**config.mk**
```make
export PLATFORM = sky130hd
export DESIGN_NAME = convolutional_rate_matcher_top
export DESIGN_NICKNAME = d
export VERILOG_FILES = /design/src/rtl/crm_pkg.sv /design/src/rtl/crm_ram.sv /design/src/rtl/crm_front.sv /design/src/rtl/crm_back.sv /design/src/rtl/convolutional_rate_matcher_top.sv
export SDC_FILE = /design/constraint.sdc
export NUM_CORES = 1
export LEC_CHECK = 0
export ABC_CLOCK_PERIOD_IN_PS = 3800
export CORE_UTILIZATION = 57
export CTS_CLUSTER_DIAMETER = 150
export DETAILED_ROUTE_END_ITERATION = 10
export DONT_BUFFER_PORTS = 1
export GPL_ROUTABILITY_DRIVEN = 0
export PLACE_DENSITY = 0.83
export SLEW_MARGIN = 20
export SYNTH_ARGS = -nofsm -noshare
export SYNTH_HDL_FRONTEND = slang
export SYNTH_HIERARCHICAL = 1
export SYNTH_SLANG_ARGS = --single-unit
```
**constraint.sdc**
```tcl
create_clock -name i_clk -period 3.8 [get_ports i_clk]
set_clock_uncertainty 0.1 [all_clocks]
set_input_delay 0.19 -clock i_clk [delete_from_list [all_inputs] [get_ports i_clk]]
set_output_delay 0.19 -clock i_clk [all_outputs]
set_load 0.05 [all_outputs]
```
**src/rtl/crm_pkg.sv**
```systemverilog
// Types, constants and the column permutation of the convolutional rate matcher
`default_nettype none
package crm_pkg;

    localparam int NUM_COLS     = 32;
    localparam int COL_W        = $clog2(NUM_COLS);
    localparam int NUM_STREAMS  = 3;
    localparam int STREAM_W     = 2;
    localparam int DEF_MAX_ROWS = 8;
    localparam int OUT_LEN_W    = 16;
    localparam logic [OUT_LEN_W-1:0] OUT_LEN_RESET = 16'd1600;

    localparam logic OP_LOAD = 1'b0;
    localparam logic OP_EMIT = 1'b1;

    localparam logic [COL_W-1:0] COL_PERM [0:NUM_COLS-1] = '{
        5'd1, 5'd17, 5'd9,  5'd25, 5'd5, 5'd21, 5'd13, 5'd29,
        5'd3, 5'd19, 5'd11, 5'd27, 5'd7, 5'd23, 5'd15, 5'd31,
        5'd0, 5'd16, 5'd8,  5'd24, 5'd4, 5'd20, 5'd12, 5'd28,
        5'd2, 5'd18, 5'd10, 5'd26, 5'd6, 5'd22, 5'd14, 5'd30
    };

    typedef struct packed {
        logic op;
        logic first;
        logic bit_stream0;
        logic bit_stream1;
        logic bit_stream2;
    } t_cmd;

    typedef struct packed {
        logic out_bit;
        logic is_last;
        logic no_data;
    } t_res;

    // classified word held in the queue
    typedef struct packed {
        logic                      is_emit;
        logic                      first;
        logic [NUM_STREAMS-1:0]    bits;
    } t_job;

    typedef struct packed {
        logic valid;
        t_job job;
    } t_qhead;

    function automatic logic [COL_W-1:0] col_perm(input logic [COL_W-1:0] col);
        return COL_PERM[col];
    endfunction

endpackage
`default_nettype wire

```
**src/rtl/crm_ram.sv**
```systemverilog
// Generic simple dual-port RAM with registered read
`default_nettype none
module crm_ram #(
    parameter int WIDTH = 3,
    parameter int DEPTH = 256
) (
    input  wire logic                     i_clk,
    input  wire logic                     i_we,
    input  wire logic [$clog2(DEPTH)-1:0] i_waddr,
    input  wire logic [WIDTH-1:0]         i_wdata,
    input  wire logic                     i_re,
    input  wire logic [$clog2(DEPTH)-1:0] i_raddr,
    output logic      [WIDTH-1:0]         o_rdata
);
    logic [WIDTH-1:0] r_mem [0:DEPTH-1];

    always_ff @(posedge i_clk) begin
        if (i_we) begin
            r_mem[i_waddr] <= i_wdata;
        end
        if (i_re) begin
            o_rdata <= r_mem[i_raddr];
        end
    end
endmodule
`default_nettype wire

```
**src/rtl/crm_front.sv**
```systemverilog
// Front end: accepts command words, classifies them and queues them
`default_nettype none
module crm_front (
    input  wire logic          i_clk,
    input  wire logic          i_rst_n,
    input  wire logic          start,
    output logic               busy,
    input  wire crm_pkg::t_cmd i_cmd,
    output crm_pkg::t_qhead    o_head,
    input  wire logic          i_pop
);
    import crm_pkg::*;

    localparam int QDEPTH = 2;

    t_job       r_q [0:QDEPTH-1];
    logic       r_wp, r_rp;
    logic [1:0] r_cnt;
    logic       push, pop;
    t_job       job_in;

    assign busy = (r_cnt == 2'(QDEPTH));
    assign push = start && !busy;
    assign pop  = i_pop && (r_cnt != 2'd0);

    always_comb begin
        job_in.is_emit = (i_cmd.op == OP_EMIT);
        job_in.first   = i_cmd.first;
        job_in.bits    = {i_cmd.bit_stream2, i_cmd.bit_stream1, i_cmd.bit_stream0};
    end

    assign o_head.valid = (r_cnt != 2'd0);
    assign o_head.job   = r_q[r_rp];

    always_ff @(posedge i_clk) begin
        if (push) begin
            r_q[r_wp] <= job_in;
        end
    end

    always_ff @(posedge i_clk) begin
        if (!i_rst_n) begin
            r_wp  <= 1'b0;
            r_rp  <= 1'b0;
            r_cnt <= 2'd0;
        end else begin
            if (push) begin
                r_wp <= ~r_wp;
            end
            if (pop) begin
                r_rp <= ~r_rp;
            end
            r_cnt <= r_cnt + 2'(push) - 2'(pop);
        end
    end
endmodule
`default_nettype wire

```
**src/rtl/crm_back.sv**
```systemverilog
// Back end: stores bit triples and runs the interleaved circular read
`default_nettype none
module crm_back #(
    parameter int MAX_ROWS = crm_pkg::DEF_MAX_ROWS
) (
    input  wire logic                             i_clk,
    input  wire logic                             i_rst_n,
    input  wire crm_pkg::t_qhead                  i_head,
    output logic                                  o_pop,
    input  wire logic                             i_cfg_valid,
    output logic                                  o_cfg_ready,
    input  wire logic [crm_pkg::OUT_LEN_W-1:0]    i_cfg_data,
    output logic                                  o_res_strobe,
    output crm_pkg::t_res                         o_res
);
    import crm_pkg::*;

    localparam int DEPTH = NUM_COLS * MAX_ROWS;
    localparam int AW    = $clog2(DEPTH);
    localparam int CW    = $clog2(DEPTH + 1);
    localparam int RW    = (MAX_ROWS > 1) ? $clog2(MAX_ROWS) : 1;
    localparam int RCW   = $clog2(MAX_ROWS + 1);
    localparam int PW    = RW + COL_W;

    localparam logic [1:0] ST_IDLE   = 2'd0;
    localparam logic [1:0] ST_SEARCH = 2'd1;
    localparam logic [1:0] ST_READ   = 2'd2;

    logic [1:0]           r_state, n_state;
    logic [CW-1:0]        r_count, n_count;
    logic [STREAM_W-1:0]  r_stream, n_stream;
    logic [COL_W-1:0]     r_col, n_col;
    logic [RW-1:0]        r_row, n_row;
    logic [OUT_LEN_W-1:0] r_emitted, n_emitted;
    logic [OUT_LEN_W-1:0] r_out_len;
    logic [STREAM_W-1:0]  r_sel, n_sel;
    logic                 r_strobe, n_strobe;
    t_res                 r_res, n_res;

    logic [CW:0]          cnt_round;
    logic [RCW-1:0]       rows;
    logic [COL_W-1:0]     dummies;
    logic [PW-1:0]        pos;
    logic                 hit;
    logic [AW-1:0]        rd_addr;
    logic [RCW-1:0]       row_inc;
    logic [COL_W-1:0]     adv_col;
    logic [RW-1:0]        adv_row;
    logic [STREAM_W-1:0]  adv_stream;
    logic [CW-1:0]        ld_base;
    logic [OUT_LEN_W-1:0] emit_inc;
    logic                 ram_we, ram_re;
    logic [NUM_STREAMS-1:0] ram_rdata;

    assign o_cfg_ready  = 1'b1;
    assign o_res_strobe = r_strobe;
    assign o_res        = r_res;

    // row count and leading dummy count of the current block
    assign cnt_round = {1'b0, r_count} + (CW + 1)'(NUM_COLS - 1);
    assign rows      = RCW'(cnt_round >> COL_W);
    assign dummies   = COL_W'(0) - r_count[COL_W-1:0];

    // one search step: current position and the position after it
    assign pos     = {r_row, col_perm(r_col)};
    assign hit     = (pos >= PW'(dummies));
    assign rd_addr = AW'(pos - PW'(dummies));
    assign row_inc = RCW'(r_row) + RCW'(1);

    always_comb begin
        adv_row    = RW'(row_inc);
        adv_col    = r_col;
        adv_stream = r_stream;
        if (row_inc >= rows) begin
            adv_row = '0;
            adv_col = r_col + COL_W'(1);
            if (r_col == COL_W'(NUM_COLS - 1)) begin
                adv_stream = (r_stream == STREAM_W'(NUM_STREAMS - 1)) ?
                             '0 : r_stream + STREAM_W'(1);
            end
        end
    end

    assign ld_base  = i_head.job.first ? '0 : r_count;
    assign emit_inc = r_emitted + OUT_LEN_W'(1);

    always_comb begin
        n_state   = r_state;
        n_count   = r_count;
        n_stream  = r_stream;
        n_col     = r_col;
        n_row     = r_row;
        n_emitted = r_emitted;
        n_sel     = r_sel;
        n_strobe  = 1'b0;
        n_res     = r_res;
        o_pop     = 1'b0;
        ram_we    = 1'b0;
        ram_re    = 1'b0;
        unique case (r_state)
            ST_IDLE: begin
                if (i_head.valid) begin
                    o_pop = 1'b1;
                    if (!i_head.job.is_emit) begin
                        if (i_head.job.first) begin
                            n_emitted = '0;
                            n_stream  = '0;
                            n_col     = '0;
                            n_row     = '0;
                        end
                        // drop the triple once the store is full
                        n_count = ld_base;
                        if (ld_base < CW'(DEPTH)) begin
                            ram_we  = 1'b1;
                            n_count = ld_base + CW'(1);
                        end
                    end else if (r_count == '0) begin
                        n_strobe      = 1'b1;
                        n_res.out_bit = 1'b0;
                        n_res.is_last = 1'b0;
                        n_res.no_data = 1'b1;
                    end else begin
                        n_stream = adv_stream;
                        n_col    = adv_col;
                        n_row    = adv_row;
                        n_sel    = r_stream;
                        ram_re   = hit;
                        n_state  = hit ? ST_READ : ST_SEARCH;
                    end
                end
            end
            ST_SEARCH: begin
                // skip dummy positions one per cycle
                n_stream = adv_stream;
                n_col    = adv_col;
                n_row    = adv_row;
                n_sel    = r_stream;
                ram_re   = hit;
                n_state  = hit ? ST_READ : ST_SEARCH;
            end
            ST_READ: begin
                n_strobe      = 1'b1;
                n_res.out_bit = ram_rdata[r_sel];
                n_res.no_data = 1'b0;
                n_res.is_last = (emit_inc == r_out_len);
                n_emitted     = emit_inc;
                if (emit_inc == r_out_len) begin
                    n_emitted = '0;
                    n_stream  = '0;
                    n_col     = '0;
                    n_row     = '0;
                end
                n_state = ST_IDLE;
            end
            default: begin
                n_state = ST_IDLE;
            end
        endcase
    end

    crm_ram #(
        .WIDTH (NUM_STREAMS),
        .DEPTH (DEPTH)
    ) u_store (
        .i_clk   (i_clk),
        .i_we    (ram_we),
        .i_waddr (ld_base[AW-1:0]),
        .i_wdata (i_head.job.bits),
        .i_re    (ram_re),
        .i_raddr (rd_addr),
        .o_rdata (ram_rdata)
    );

    always_ff @(posedge i_clk) begin
        r_sel <= n_sel;
        r_res <= n_res;
    end

    always_ff @(posedge i_clk) begin
        if (!i_rst_n) begin
            r_state   <= ST_IDLE;
            r_count   <= '0;
            r_stream  <= '0;
            r_col     <= '0;
            r_row     <= '0;
            r_emitted <= '0;
            r_strobe  <= 1'b0;
            r_out_len <= OUT_LEN_RESET;
        end else begin
            r_state   <= n_state;
            r_count   <= n_count;
            r_stream  <= n_stream;
            r_col     <= n_col;
            r_row     <= n_row;
            r_emitted <= n_emitted;
            r_strobe  <= n_strobe;
            if (i_cfg_valid && o_cfg_ready) begin
                r_out_len <= i_cfg_data;
            end
        end
    end
endmodule
`default_nettype wire

```
**src/rtl/convolutional_rate_matcher_top.sv**
```systemverilog
// Top level of the convolutional rate matcher
//
//  channel   signals                              handshake
//  command   i_cmd (t_cmd)                        start & !busy
//  result    o_res (t_res)                        o_res_strobe, one cycle
//  config    i_cfg_data (output_length)           i_cfg_valid & o_cfg_ready
//
// A load word is written from the idle state; an emit word takes a position
// step plus registered store read, and a search step for each dummy position
// skipped, at most NUM_COLS-1 in a row. An emit with nothing loaded gets no_data.
// The two-word queue keeps accepting while the back end works; busy means full.
// Reset clears the queue, counters and read position; the bit store keeps
// its contents. Results are shown for one cycle and cannot be held off.
`default_nettype none
module convolutional_rate_matcher_top #(
    parameter int MAX_ROWS = crm_pkg::DEF_MAX_ROWS
) (
    input  wire logic                          i_clk,
    input  wire logic                          i_rst_n,
    input  wire logic                          start,
    output logic                               busy,
    input  wire crm_pkg::t_cmd                 i_cmd,
    output logic                               o_res_strobe,
    output crm_pkg::t_res                      o_res,
    input  wire logic                          i_cfg_valid,
    output logic                               o_cfg_ready,
    input  wire logic [crm_pkg::OUT_LEN_W-1:0] i_cfg_data
);
    import crm_pkg::*;

    t_qhead head;
    logic   pop;

    crm_front u_front (
        .i_clk   (i_clk),
        .i_rst_n (i_rst_n),
        .start   (start),
        .busy    (busy),
        .i_cmd   (i_cmd),
        .o_head  (head),
        .i_pop   (pop)
    );

    crm_back #(
        .MAX_ROWS (MAX_ROWS)
    ) u_back (
        .i_clk        (i_clk),
        .i_rst_n      (i_rst_n),
        .i_head       (head),
        .o_pop        (pop),
        .i_cfg_valid  (i_cfg_valid),
        .o_cfg_ready  (o_cfg_ready),
        .i_cfg_data   (i_cfg_data),
        .o_res_strobe (o_res_strobe),
        .o_res        (o_res)
    );
endmodule
`default_nettype wire

```
==> flow_metrics.tcl, run 1 <==
set metrics [dict create \
    vias 21975 \
    dr.pass1.iters 6 \
    maxCapViolations 0 \
    reg2reg_to "u_back/u_store/o_rdata[2]$_DFFE_PP_" \
    cts_made_buffers 83 \
    overflow 0 \
    period_minus_slack_ns 3.91 \
    die_x_um 252 \
    period_share_pct 103 \
    syn_inst 2247 \
    hold_violations 0 \
    status "finished, violations left" \
    final_common_cell "edfxtp_1" \
    async_flop_share_pct 0 \
    setup_slack_ns -0.109 \
    synthTopCellsByArea "edfxtp_1 (66%), mux4_2 (9.7%), nor2_1 (3.5%), dfxtp_1 (3.3%), mux2i_1 (3.1%)" \
    yosys.area.top_type "edfxtp_1" \
    cts_max_path_buffers 3 \
    reg2reg_depth 12 \
    synth_cell_type_count 78 \
    io_buffer_count 0 \
    grt_antenna_before_repair 1 \
    powerDensity_mw_per_mm2 768 \
    drt_iter0_markers 2928 \
    fill_cells 3914 \
    tightest_slew_ns 1.09 \
    clock-sinks 845 \
    crit_path_end "u_back/u_store/o_rdata[2]$_DFFE_PP_" \
    die_h_um 252 \
    rows 91 \
    crit_type "flip-flop to flip-flop" \
    min_path_type "input port to flip-flop" \
    route.detailed.drc 0 \
    tritoncts "built" \
    startpoint "u_back/r_count[1]$_SDFFE_PN0P_" \
    syn_area_mm2 0.0356 \
    nets 2429 \
    first_global_vias 21818 \
    setup_viol 3 \
    synth_flop_cell "edfxtp_1" \
    final_cells 3286 \
    root_buffer "clkbuf_16" \
    crit_fanout 8 \
    synth-warning-count 6 \
    slew_viol_final 0 \
    violations "setup timing" \
    synth_seq_area_share_pct 69.6 \
    clk_latency_ns 0.66 \
    ant_nets 0 \
    pin_count 31 \
    synth.avg_cell_area_um2 15.8 \
    peakVddDrop_mv 0.514 \
    dieArea_mm2 0.0635 \
    critPathLaunchType "flip-flop" \
    ys_seq_elements 845 \
    drive_gt1_share_pct 21.1 \
    dp_hpwl_um 55100 \
    p_leak_nw 13.6 \
    htree_levels 3 \
    hold_ws_ns 0.113 \
    placedCellCount 3089 \
    gr-usage-all-layers_pct 28.9 \
    post_drt_wl_per_cell_um 28.1 \
    postSynthNetCount 2296 \
    core_mm2 0.0617 \
    vias_per_cell 6.69 \
    reg2reg_from "u_back/r_count[1]$_SDFFE_PN0P_" \
    grt_max_degree 165 \
    cp.arrival_ns 4.21 \
    cp-end-kind "flip-flop" \
    rrSetupSlack_ns -0.11 \
    start_util_pct 57.7 \
    mostFrequentLayoutCells "edfxtp_1 (786), nor2_1 (333), mux4_2 (153)" \
    pre_cts_slack_ns -0.278 \
    crit_required_ns 4.10 \
    drt-total-wl_um 92300 \
    rsz0062_at_grt "true" \
    max_freq_mhz 256 \
    area_growth_pct 15.0 \
    synth-edff-count 786 \
    relSlewSlack_pct 27.3 \
    yosysTopAreaCellShare_pct 66.3 \
    grt_pass1_wl_um 135000 \
    path_clk_slew_ns 0.06 \
]
per-layer routing:
metal | track usage, % | part of all wire (%) | vias to the layer above
met5 | 0 | 0 | -
met4 | 14.0 | 5.7 | 0
met3 | 5.67 | 11 | 351
met2 | 47.2 | 48 | 1627
met1 | 37.6 | 35 | 10982
li1 | - | - | 9015
how the worst min path moves through the flow:
stage / from / to / slack, ns / cells past startpoint
finish: i_cmd[2] / u_front/r_q[1][0]$_DFFE_PP_ / 0.11 / 1
global route: i_cmd[2] / u_front/r_q[1][0]$_DFFE_PP_ / 0.10 / 1
CTS: i_cmd[2] / u_front/r_q[1][0]$_DFFE_PP_ / 0.09 / 1
detailed placement: i_rst_n / u_back/r_out_len[9]$_SDFFE_PN1P_ / 0.16 / 1
global placement: i_rst_n / u_back/r_out_len[10]$_SDFFE_PN1P_ / 0.16 / 1
floorplan: i_cmd[2] / u_front/r_q[0][0]$_DFFE_PP_ / 0.19 / 0
logic make-up after synthesis:
family                   Yosys count  synth area share (%)
other                              1                0.0105
multiplexers                     270                  13.0
XOR/XNOR                          40                 0.984
AO/OA/AOI/OAI                    227                  4.52
adder cells (fa/ha/maj)           24                 0.865
AND/OR/NAND/NOR                  664                  8.59
flip-flops                       845                  69.6
buffers and inverters            176                  2.43
synthesized netlist by cell type (all sizes together), types with 5 or more instances:
master   number
buf          60
mux2i       111
o221ai        7
o211ai       13
nor2b        34
edfxtp      786
a31oi        17
a22oi        44
nand4        26
nand3        63
mux2          6
a21oi        45
and2         12
nor4         16
o2111ai       6
dfxtp        59
a211oi       12
inv          25
nand2        89
clkbuf       90
a21o         10
mux4        153
or3           5
nor2        334
xnor2        25
nand2b       11
a2111oi       6
nor3         28
nor3b         7
o22ai        18
or4           5
xor2         15
ha           23
and3         17
o21ai        10
timing repair:
item	in CTS	in global routing
gates cloned	2	3
hold buffers	25	0
endpoints found under the setup margin	3	3
endpoints found under the hold margin	71	0
gates resized for setup	29	28
buffers inserted	3	11
pin swaps	9	14
state kept, by name, indices dropped and copies added, names as in the netlist, named ones only:
name                    flops
u_back/r_col                5
u_back/u_store/o_rdata      3
u_front/r_cnt               2
u_front/r_rp                1
u_back/r_row                3
u_back/o_res_strobe         1
u_back/r_sel                2
u_back/r_count              9
u_front/r_q                10
u_front/r_wp                1
u_back/u_store/r_mem      768
u_back/r_out_len           16
u_back/o_res                3
u_back/r_stream             2
u_back/r_emitted           16
u_back/r_state              2
stage by stage:
stage                     power, W  utilization, %  cell area (um^2)  setup TNS, ns
after global routing        0.0323            66.3             40900         -0.343
after detailed placement    0.0219            60.6             37400         -0.633
after CTS                   0.0307            65.9             40600              0
after global placement      0.0216            60.6             37400         -0.165
final                       0.0314            66.3             40900         -0.201
after floorplan             0.0178               -             35600              0
critical path, cell delays in order (launching register included):
cell and delay [ns]:
dfxtp_2 0.35, inv_2 0.07, ha_4 0.28, inv_4 0.04, fa_4 0.93, buf_12 0.20, buf_16 0.14, mux4_2 0.32
mux2i_1 0.22, buf_4 0.18, o211ai_1 0.11, o32a_1 0.37, a311o_1 0.32
cell type report:
cell class / instances / area [um^2] / share of cell area, %
antenna: 1 / 2.50 / 0.00611
clock buffer: 103 / 2240 / 5.46
clock inverter: 50 / 567 / 1.38
inverter: 26 / 108 / 0.263
multi-input combinational: 1226 / 10200 / 25.0
sequential: 845 / 24800 / 60.6
tap: 837 / 1050 / 2.56
timing repair buffer: 198 / 1950 / 4.77
power breakdown:
| group | switching (W) | internal [W] | total [W] |
|---|---|---|---|
| Clock | 0.00354 | 0.00490 | 0.00844 |
| Combinational | 0.00692 | 0.00463 | 0.0115 |
| Sequential | 0.000148 | 0.0113 | 0.0114 |
No activity file was read; power rests on OpenSTA's default activity.
==> inputs of run 2 (changes only) <==
- SKIP_LAST_GASP: default -> 1
==> run 2 against run 1 <==
Against the previous run:
- the run still ends with setup timing left
- cell area unchanged
- via count up 0.15%
- register-to-register slack about the same
- utilization unchanged
- final cell count unchanged
- critical path depth unchanged
- combinational power about the same
- critical path type unchanged
- critical endpoint unchanged
- highest routed layer is now met5
==> flow_metrics.tcl, run 2 (synthesized netlist as in run 1, its figures left out) <==
set metrics [dict create \
    status "finished, violations left" \
    violations "setup timing" \
    min_path_type "input port to flip-flop" \
    dieArea_mm2 0.0635 \
    setup_viol 3 \
    final_cells 3286 \
    powerDensity_mw_per_mm2 768 \
    top_register "u_back/u_store/r_mem" \
    crit_required_ns 4.10 \
    cp.arrival_ns 4.21 \
    die_x_um 252 \
    cts_made_buffers 83 \
    clk_latency_ns 0.66 \
    nets 2429 \
    peakVddDrop_mv 0.515 \
    grt_max_degree 165 \
    start_util_pct 57.7 \
    p_leak_nw 13.6 \
    utilization_pct 66.3 \
    intPower_w 0.0208 \
    tns_ns -0.221 \
    max_freq_mhz 256 \
    setup_slack_ns -0.109 \
    htree_levels 3 \
    period_minus_slack_ns 3.91 \
    tritoncts "built" \
    slew_viol_final 0 \
    relSlewSlack_pct 26.5 \
    hold_ws_ns 0.113 \
    area_growth_pct 15.0 \
    sw_frac_of_total_pct 33.8 \
    first_global_vias 21818 \
    grt_pass1_wl_um 135000 \
    grt_antenna_before_repair 1 \
    rsz0062_at_grt "true" \
    crit_fanout 8 \
    placedCellCount 3089 \
    power_w 0.0314 \
    vias_per_cell 6.70 \
    p_comb_share_pct 36.8 \
    drive_gt1_share_pct 21.1 \
    tightest_slew_ns 1.10 \
    p_switching_w 0.0106 \
    hold_violations 0 \
    vias 22008 \
    root_buffer "clkbuf_16" \
    gr-usage-all-layers_pct 28.9 \
    die_h_um 252 \
    period_share_pct 103 \
    top_regs "u_back/u_store/r_mem: 768 flops, u_back/r_emitted: 16 flops, u_back/r_out_len: 16 flops" \
    drt_iter0_markers 2884 \
    dr.pass1.iters 6 \
    final_common_cell "edfxtp_1" \
    overflow 0 \
    power_frac_seq_pct 36.4 \
    io_buffer_count 0 \
    core_mm2 0.0617 \
    rows 91 \
    clockPowerShare_pct 26.8 \
    critPathLaunchType "flip-flop" \
    dp_hpwl_um 55100 \
    maxCapViolations 0 \
    post_drt_wl_per_cell_um 28.1 \
    drt-total-wl_um 92400 \
    route.detailed.drc 0 \
    crit_type "flip-flop to flip-flop" \
    largest_reg_flops 768 \
    mostFrequentLayoutCells "edfxtp_1 (786), nor2_1 (333), mux4_2 (153)" \
    ant_nets 0 \
    cts_max_path_buffers 3 \
    path_clk_slew_ns 0.06 \
    pin_count 31 \
    clock-sinks 845 \
    cp-end-kind "flip-flop" \
]
[run 2: layout make-up]
class	instances	area [um^2]
timing repair buffer	198	1950
antenna	1	2.50
inverter	26	108
multi-input combinational	1226	10200
clock buffer	103	2240
tap	837	1050
clock inverter	50	567
fill	3914	20800
sequential	845	24800
[run 2: per-layer routing]
layer | routed length [um] | up-vias | global-route usage [%]
li1 | - | 9033 | -
met1 | 32000 | 10965 | 37.6
met2 | 44600 | 1659 | 47.2
met3 | 10500 | 349 | 5.67
met4 | 5250 | 2 | 14.0
met5 | 15 | - | 0
[run 2: final timing paths]
check,cells after the start,startpoint,to,slack (ns)
hold reg to reg,2,u_back/r_emitted[15]$_SDFFE_PN0P_,u_back/r_emitted[15]$_SDFFE_PN0P_,0.39
setup reg to reg,12,u_back/r_count[1]$_SDFFE_PN0P_,u_back/u_store/o_rdata[2]$_DFFE_PP_,-0.11
hold / removal,1,i_cmd[2],u_front/r_q[1][0]$_DFFE_PP_,0.11
setup / recovery,12,u_back/r_count[1]$_SDFFE_PN0P_,u_back/u_store/o_rdata[2]$_DFFE_PP_,-0.11
[run 2: power by group through the flow]
stage | logic, W | registers [W] | clock network, W
floorplan | 0.00612 | 0.0117 | 0
global placement | 0.00995 | 0.0116 | 0
detailed placement | 0.0103 | 0.0116 | 0
CTS | 0.0108 | 0.0114 | 0.00845
global route | 0.0120 | 0.0114 | 0.00885
finish | 0.0116 | 0.0114 | 0.00843
[run 2: repair_timing]
| action | in CTS | in global routing |
|---|---|---|
| pin swaps | 9 | 14 |
| hold buffers | 25 | 0 |
| hold endpoints to repair | 71 | 0 |
| gates cloned | 2 | 3 |
| gates resized for setup | 29 | 28 |
| setup buffers | 3 | 11 |
| endpoints found under the setup margin | 3 | 3 |
[run 2: through the flow]
stage                     area (um^2)  setup slack (ns)
final                           40900            -0.109
after global routing            40900            -0.128
after CTS                       40600          0.000290
after detailed placement        37400            -0.278
after global placement          37400           -0.0825
after floorplan                 35600             0.166
[run 2: critical path, cell delays in order (launching register included)]
cell and delay [ns]:
dfxtp_2 0.35, inv_2 0.07, ha_4 0.28, inv_4 0.04
fa_4 0.93, buf_12 0.21, buf_16 0.15, mux4_2 0.32
mux2i_1 0.22, buf_4 0.18, o211ai_1 0.11, o32a_1 0.37
a311o_1 0.32
